File: src/rtl/meo_pkg.sv
// Shared types and codes for the midpoint ellipse outline engine.
// Used by meo_ctrl, meo_dp and midpoint_ellipse_outline; no dependencies.
package meo_pkg;

    localparam int MAX_SCREEN_DIM = 1024;

    localparam int CFG_IDX_W  = 2;
    localparam int CFG_DATA_W = 11;
    localparam logic [CFG_IDX_W-1:0] CFG_WIDTH  = 2'd0;
    localparam logic [CFG_IDX_W-1:0] CFG_HEIGHT = 2'd1;
    localparam logic [CFG_IDX_W-1:0] CFG_PEN    = 2'd2;

    localparam logic REQ_START = 1'b0;
    localparam logic REQ_STEP  = 1'b1;

    // draw modes, also used as the kind of an emitted beat
    localparam logic [2:0] MODE_IDLE  = 3'd0;
    localparam logic [2:0] MODE_VLINE = 3'd1;
    localparam logic [2:0] MODE_HLINE = 3'd2;
    localparam logic [2:0] MODE_REG1  = 3'd3;
    localparam logic [2:0] MODE_REG2  = 3'd4;

    // multiplier operand pairs
    localparam logic [2:0] MUL_RXRX   = 3'd0;
    localparam logic [2:0] MUL_RYRY   = 3'd1;
    localparam logic [2:0] MUL_RX2RY  = 3'd2;
    localparam logic [2:0] MUL_TT     = 3'd3;
    localparam logic [2:0] MUL_RY2P   = 3'd4;
    localparam logic [2:0] MUL_RR     = 3'd5;
    localparam logic [2:0] MUL_RX2P   = 3'd6;
    localparam logic [2:0] MUL_RX2RY2 = 3'd7;

    // what to do with the registered product
    localparam logic [2:0] ACC_NONE = 3'd0;
    localparam logic [2:0] ACC_RX2  = 3'd1;
    localparam logic [2:0] ACC_RY2  = 3'd2;
    localparam logic [2:0] ACC_INIT = 3'd3;
    localparam logic [2:0] ACC_DQ   = 3'd4;
    localparam logic [2:0] ACC_DADD = 3'd5;
    localparam logic [2:0] ACC_DSUB = 3'd6;

    typedef struct packed {
        logic               req_type;
        logic signed [15:0] center_x;
        logic signed [15:0] center_y;
        logic signed [15:0] radius_x;
        logic signed [15:0] radius_y;
    } t_in_beat;

    typedef struct packed {
        logic [19:0] pixel_index;
        logic [7:0]  colour;
        logic        write_enable;
        logic        run_last;
        logic        drawing_done;
    } t_out_beat;

    typedef struct packed {
        logic       load_start;
        logic       line_step;
        logic       ell_step;
        logic       region2;
        logic [2:0] mul_sel;
        logic [2:0] acc_sel;
        logic       emit;
        logic [2:0] emit_kind;
        logic [1:0] emit_pt;
        logic       emit_last;
        logic       emit_done;
    } t_dp_cmd;

    typedef struct packed {
        logic [2:0] start_mode;
        logic       line_done;
        logic       ell_switch;
        logic       ell_done;
        logic       out_free;
    } t_dp_sts;

endpackage

File: src/rtl/meo_ctrl.sv
// Controller: draw mode, request sequencing, multiply schedule and beat count.
// Depends on meo_pkg; drives meo_dp through t_dp_cmd.
module meo_ctrl (
    input  logic              i_clk,
    input  logic              i_rst_n,
    input  logic              i_in_valid,
    input  logic              i_req_type,
    output logic              o_in_stall,
    input  meo_pkg::t_dp_sts  i_sts,
    output meo_pkg::t_dp_cmd  o_cmd
);

    localparam logic [3:0] S_IDLE  = 4'd0;
    localparam logic [3:0] S_INIT0 = 4'd1;
    localparam logic [3:0] S_INIT1 = 4'd2;
    localparam logic [3:0] S_INIT2 = 4'd3;
    localparam logic [3:0] S_INIT3 = 4'd4;
    localparam logic [3:0] S_EMIT  = 4'd5;
    localparam logic [3:0] S_SW0   = 4'd6;
    localparam logic [3:0] S_SW1   = 4'd7;
    localparam logic [3:0] S_SW2   = 4'd8;
    localparam logic [3:0] S_SW3   = 4'd9;
    localparam logic [3:0] S_SW4   = 4'd10;
    localparam logic [3:0] S_SW5   = 4'd11;

    logic [3:0] r_state, n_state;
    logic [2:0] r_mode, n_mode, r_kind, n_kind;
    logic [1:0] r_cnt, n_cnt;
    logic       r_tdone, n_tdone, r_sw, n_sw;
    logic       accept, ell;

    assign o_in_stall = (r_state != S_IDLE);
    assign accept     = i_in_valid && (r_state == S_IDLE);
    assign ell        = (r_kind == meo_pkg::MODE_REG1);

    always_comb begin
        n_state = r_state;
        n_mode  = r_mode;
        n_kind  = r_kind;
        n_cnt   = r_cnt;
        n_tdone = r_tdone;
        n_sw    = r_sw;
        o_cmd            = '0;
        o_cmd.mul_sel    = meo_pkg::MUL_RXRX;
        o_cmd.acc_sel    = meo_pkg::ACC_NONE;
        o_cmd.region2    = (r_mode == meo_pkg::MODE_REG2);
        o_cmd.emit_kind  = r_kind;
        o_cmd.emit_pt    = r_cnt;
        o_cmd.emit_last  = !ell || (r_cnt == 2'd3);
        o_cmd.emit_done  = r_tdone;
        unique case (r_state)
            S_IDLE: begin
                if (accept && i_req_type == meo_pkg::REQ_START) begin
                    o_cmd.load_start = 1'b1;
                    n_mode = i_sts.start_mode;
                    if (i_sts.start_mode == meo_pkg::MODE_REG1) n_state = S_INIT0;
                end else if (accept) begin
                    n_cnt   = 2'd0;
                    n_sw    = 1'b0;
                    n_state = S_EMIT;
                    unique case (r_mode)
                        meo_pkg::MODE_VLINE, meo_pkg::MODE_HLINE: begin
                            o_cmd.line_step = 1'b1;
                            n_kind  = r_mode;
                            n_tdone = i_sts.line_done;
                            if (i_sts.line_done) n_mode = meo_pkg::MODE_IDLE;
                        end
                        meo_pkg::MODE_REG1, meo_pkg::MODE_REG2: begin
                            o_cmd.ell_step = 1'b1;
                            n_kind  = meo_pkg::MODE_REG1;
                            n_tdone = i_sts.ell_done;
                            n_sw    = i_sts.ell_switch;
                            if (i_sts.ell_done) n_mode = meo_pkg::MODE_IDLE;
                            else if (i_sts.ell_switch) n_mode = meo_pkg::MODE_REG2;
                        end
                        default: begin
                            n_kind  = meo_pkg::MODE_IDLE;
                            n_tdone = 1'b1;
                            n_mode  = meo_pkg::MODE_IDLE;
                        end
                    endcase
                end
            end
            S_INIT0: begin
                o_cmd.mul_sel = meo_pkg::MUL_RXRX;
                n_state = S_INIT1;
            end
            S_INIT1: begin
                o_cmd.mul_sel = meo_pkg::MUL_RYRY;
                o_cmd.acc_sel = meo_pkg::ACC_RX2;
                n_state = S_INIT2;
            end
            S_INIT2: begin
                o_cmd.mul_sel = meo_pkg::MUL_RX2RY;
                o_cmd.acc_sel = meo_pkg::ACC_RY2;
                n_state = S_INIT3;
            end
            S_INIT3: begin
                o_cmd.acc_sel = meo_pkg::ACC_INIT;
                n_state = S_IDLE;
            end
            S_EMIT: begin
                o_cmd.emit = 1'b1;
                if (i_sts.out_free) begin
                    if (o_cmd.emit_last) begin
                        n_cnt   = 2'd0;
                        n_state = r_sw ? S_SW0 : S_IDLE;
                    end else begin
                        n_cnt = r_cnt + 2'd1;
                    end
                end
            end
            // region 2 decision: ry2*(2x+1)^2/4 + rx2*(y-1)^2 - rx2*ry2
            S_SW0: begin
                o_cmd.mul_sel = meo_pkg::MUL_TT;
                n_state = S_SW1;
            end
            S_SW1: begin
                o_cmd.mul_sel = meo_pkg::MUL_RY2P;
                n_state = S_SW2;
            end
            S_SW2: begin
                o_cmd.mul_sel = meo_pkg::MUL_RR;
                o_cmd.acc_sel = meo_pkg::ACC_DQ;
                n_state = S_SW3;
            end
            S_SW3: begin
                o_cmd.mul_sel = meo_pkg::MUL_RX2P;
                n_state = S_SW4;
            end
            S_SW4: begin
                o_cmd.mul_sel = meo_pkg::MUL_RX2RY2;
                o_cmd.acc_sel = meo_pkg::ACC_DADD;
                n_state = S_SW5;
            end
            S_SW5: begin
                o_cmd.acc_sel = meo_pkg::ACC_DSUB;
                n_sw    = 1'b0;
                n_state = S_IDLE;
            end
            default: n_state = S_IDLE;
        endcase
    end

    always_ff @(posedge i_clk) begin
        if (!i_rst_n) begin
            r_state <= S_IDLE;
            r_mode  <= meo_pkg::MODE_IDLE;
            r_kind  <= meo_pkg::MODE_IDLE;
            r_cnt   <= 2'd0;
            r_tdone <= 1'b0;
            r_sw    <= 1'b0;
        end else begin
            r_state <= n_state;
            r_mode  <= n_mode;
            r_kind  <= n_kind;
            r_cnt   <= n_cnt;
            r_tdone <= n_tdone;
            r_sw    <= n_sw;
        end
    end

endmodule

File: config.mk
export PLATFORM = sky130hd
export DESIGN_NAME = meo_ctrl
export DESIGN_NICKNAME = d
export VERILOG_FILES = /design/src/rtl/meo_pkg.sv /design/src/rtl/meo_ctrl.sv
export SDC_FILE = /design/constraint.sdc
export NUM_CORES = 1
export LEC_CHECK = 0
export BUFFER_PORTS_ARGS = -buffer_cell sky130_fd_sc_hd__buf_4
export CORE_MARGIN = 3
export CORE_UTILIZATION = 54
export DETAILED_ROUTE_END_ITERATION = 8
export PLACE_DENSITY = 0.84
export SLEW_MARGIN = 10
export SYNTH_ARGS = -nofsm -noshare
export SYNTH_HDL_FRONTEND = slang
export SYNTH_SLANG_ARGS = --single-unit
File: constraint.sdc
create_clock -name i_clk -period 5 [get_ports i_clk]
set_input_delay 0.25 -clock i_clk [delete_from_list [all_inputs] [get_ports i_clk]]
set_output_delay 0.25 -clock i_clk [all_outputs]
set_load 0.01 [all_outputs]
* Word-level counts from Yosys, hierarchy flattened
Cells that the tools add are included.
** Cells by class
- Add/subtract/negate cells :: 1
- Multipliers :: 0
- Div/mod/pow operators :: 0
- Magnitude comparators :: 0
- Equality and inequality tests :: 26
- Shifts and indexed selects :: 0
- Multiplexer cells :: 33
- Bitwise operators :: 2
- Reduce and logical (&&, ||, !) cells :: 16
** Operators with widths (count)
- case mux 4 bit (10 select lines) :: 1
- two-way mux 3 bit :: 7
- case mux 3 bit (7 select lines) :: 1
- two-way mux 4 bit :: 5
- case mux 3 bit (6 select lines) :: 1
- equality test 4 x 3 -> 1 bit, second input constant :: 4
- equality test 4 bit, second input constant :: 4
- equality test 3 x 2 -> 1 bit, second input constant :: 4
- two-way mux 2 bit :: 6
- case mux 3 bit (2 select lines) :: 2
- AND reduction 4 bit :: 3
- equality test 4 x 2 -> 1 bit, second input constant :: 2
- inequality test 2 bit, second input constant :: 4
- two-way mux 1 bit :: 7
- inequality test 3 x 2 -> 1 bit, second input constant :: 2
- AND reduction 3 bit :: 2
- nonzero test 2 bit :: 3
- equality test 4 x 1 -> 1 bit, second input constant :: 1
- logical NOT 4 bit :: 1
- inequality test 4 bit, second input constant :: 1
- case mux 1 bit (2 select lines) :: 2
- case mux 2 bit (2 select lines) :: 1
- nonzero test 4 bit :: 1
- OR reduction 2 bit :: 2
- other kinds (9) :: 11
** Word-level totals
- Flip-flop bits (word level) :: 14
- Latch bits :: 0
- Bits in writable memories :: 0
- ROM bits :: 0
- Input bits :: 11
- Output and inout port bits :: 19
- Logic and storage cells :: 84
- Memories :: 0

* Logic depth before layout (Yosys ltp)
- Depth after elaboration :: 6
- Mapped depth :: 6

* Least setup slack after synthesis
OpenSTA, ideal clock, no wires.
- Path type :: reg-to-reg
- Start point :: register r_cnt[0]
- End point :: register r_cnt[0]
- Library setup time :: 0.070 ns
- Arrival time :: 1.716 ns
- Setup slack :: 3.214 ns
- Stages on the path, launching flop included :: 6
- Period minus slack after synthesis :: 1.786 ns
- Cell sequence :: dfxtp_1 -> ha_1 -> nand4bb_1 -> or4_4 -> or3_1 -> a21boi_1
** RTL lines
- start: declaration :: line meo_ctrl.sv:28 : logic [1:0] r_cnt, n_cnt;
- start signal: assignment :: line meo_ctrl.sv:157 : r_cnt <= n_cnt;

==> flow_summary.toml <==
[sta]
tightest_slew_ns = 0.6609
setup_viol = 0
max_freq_ghz = 0.4490
min_period_ns = 2.227
timing.slew.headroom_pct = 55.88
rsz0062_at_grt = "no"
period_share_pct = 44.54
hold_viol = 0
slew_viol_final = 0
fin_worst_skew_ns = 0.0003917
tns_ns = 0

[worst_setup_path]
arrival_ns = 1.98
start_kind = "flop"
crit_required_ns = 4.75
critical_path_peak_fanout = 18
reg2regPathDepth = 4
critPathKind = "reg -> out"
end_kind = "output port"

[global_route]
overflow = 0
grt_pass1_wl_um = 3933
first_global_vias = 904
track_usage_pct = 20.00
antenna_found_initial = 0
grt_max_degree = 20

[yosys]
ys_ff_latch = 14
yosysSeqAreaShare_pct = 27.25
syn_area_per_cell_sq_um = 8.098
syn-cell-area_sq_um = 1028
async_flop_share_pct = 0
yosysWarnings = 0
syn_nets = 139
synth_cell_types = 47
synthFlopType = "dfxtp_1"
synth-edff-count = 0
syn_inst = 127

[die]
start_util_pct = 58.30
io_pins = 30
core_sq_um = 1764
rows = 15
die_h_um = 49.64
die_w_um = 49.64
dieArea_sq_um = 2464

[clock_tree]
cts_max_level = 1
cts-root-buf = "clkbuf_4"
clk_pin_slew_worst_paths_ns = 0.09
cts_hold_buf = 0
clockBufferDepth = 2
post_cts_resized = 0
cts_buffers = 3
cts_tree = "yes"
clock_latency_ns = 0.28
clkSinkCount = 14
cts_setup_buffers = 0

[run_status]
status = "finished clean"

[power_and_ir_drop]
power.internal_mw = 0.3038
clock_power_share_pct = 15.9
swShare_pct = 41.63
p_leak_nw = 0.5430
seqPwrFrac_pct = 37.0
p_switching_mw = 0.2167
p_comb_share_pct = 47.0
max-vdd-ir-drop_uv = 260.4
p_per_area_nw_per_um2 = 416.4
p_total_mw = 0.5205

[routing]
drt_iter0_drc = 26
ant_nets = 0
wl_per_cell_um = 13.45
first_pass_iters = 4
wirelength_um = 2340
vias = 1011
route.detailed.drc = 0
vias_per_cell = 5.810

[min_path]
hp-class = "in -> reg"
hold-path-cell-count = 2

[placed_design]
dp_hpwl_um = 1818
gp_congestion = 0.8198
port_buffers = 29

[cells_and_area]
antennaDiodeCount = 0
nets = 162
fillCellCount = 157
regArea_sq_um = 280.3
syn_to_final_growth_pct = 21.53
drive_above_1_share_pct = 26.17
multi_input_area_sq_um = 661.9

[job]
drv_cap = 0
## cell type report
cell class                      count  share of cell area (%)
Tap cell                           25                   2.503
Clock buffer                        4                   2.903
Inverter                            6                   1.802
Timing Repair Buffer               29                   17.42
Multi-Input combinational cell     96                   52.95
Sequential cell                    14                   22.42
## power groups by stage
stage / clock, mW / combinational (mW) / sequential, mW
floorplan: 0 / 0.224 / 0.149
global placement: 0 / 0.242 / 0.192
detailed placement: 0 / 0.246 / 0.194
CTS: 0.0847 / 0.247 / 0.191
global route: 0.0896 / 0.270 / 0.199
finish: 0.0830 / 0.245 / 0.193
## final timing paths
check	startpoint	to	slack [ns]
worst max register to register	r_state[2]	r_mode[2]	3.09
worst min-delay path	i_rst_n	r_kind[0]	0.28
worst max-delay path	r_state[2]	o_cmd[16]	2.77
worst min register to register	r_cnt[1]	r_cnt[1]	0.48
## per-stage QoR
step / setup slack (ns) / utilization (%) / hold slack, ns / instances / area (sq um)
6_report: 2.773 / 70.85 / 0.2804 / 174 / 1250
5_1_grt: 2.612 / 70.85 / 0.2698 / 174 / 1250
4_1_cts: 2.772 / 70.85 / 0.2766 / 174 / 1250
3_5_place_dp: 3.101 / 68.79 / 0.4682 / 170 / 1214
3_3_place_gp: 3.135 / 68.79 / 0.4570 / 170 / 1214
2_1_floorplan: 3.214 / - / 0.3875 / 127 / 1028
## cell usage in the layout, fill, tap and decap left out, drive strengths merged, types with 4 or more instances in the layout
cell,instances
dfxtp,14
buf,29
nand2,10
a21oi,7
nand2b,9
inv,6
o21ai,6
nor3,7
mux2i,4
clkbuf,4
nor2,6
and3,4
nor3b,5
## critical path, cell delays in order, from the launching register on
cell     delay (ns)
dfxtp_1        0.52
nor4_4         0.35
nand3_1        0.33
nor3_1         0.32
buf_4          0.17
## registers in the layout, indices dropped and copies added, names as in the netlist
register  flops
r_mode        3
r_state       4
r_sw          1
r_kind        3
r_cnt         2
r_tdone       1
## synthesized netlist by cell type, types with 3 or more instances
cell / instances / area, sq um
a21oi_1: 7 / 35.03
and3_1: 4 / 25.02
nor2_1: 6 / 22.52
clkbuf_1: 5 / 18.77
dfxtp_1: 14 / 280.3
nand2b_1: 9 / 56.30
inv_1: 6 / 22.52
nor3_1: 7 / 35.03
buf_2: 3 / 15.01
nand2_1: 9 / 33.78
mux2i_1: 4 / 40.04
o21ai_0: 6 / 30.03
nor3b_1: 5 / 37.54
## cell families (layout without fill, tap and decap cells)
group / count (synthesis) / in the layout / synth area share, %
flip-flops: 14 / 14 / 27.25
AND/OR/NAND/NOR: 60 / 60 / 37.10
AO/OA/AOI/OAI: 28 / 28 / 19.34
adder cells (fa/ha/maj): 1 / 1 / 1.216
multiplexers: 5 / 5 / 4.988
XOR/XNOR: 2 / 2 / 1.703
buffers and inverters: 17 / 39 / 8.394
## layer usage
metal | global-route usage, % | share of wire [%] | vias to the layer above
met1 | 24.58 | 43 | 480
met2 | 35.24 | 52 | 28
met4 | 2.765 | 0.51 | 0
li1 | - | - | 501
met3 | 5.438 | 5.1 | 2
met5 | 0 | 0 | -
(Power assumes the default switching activity.)
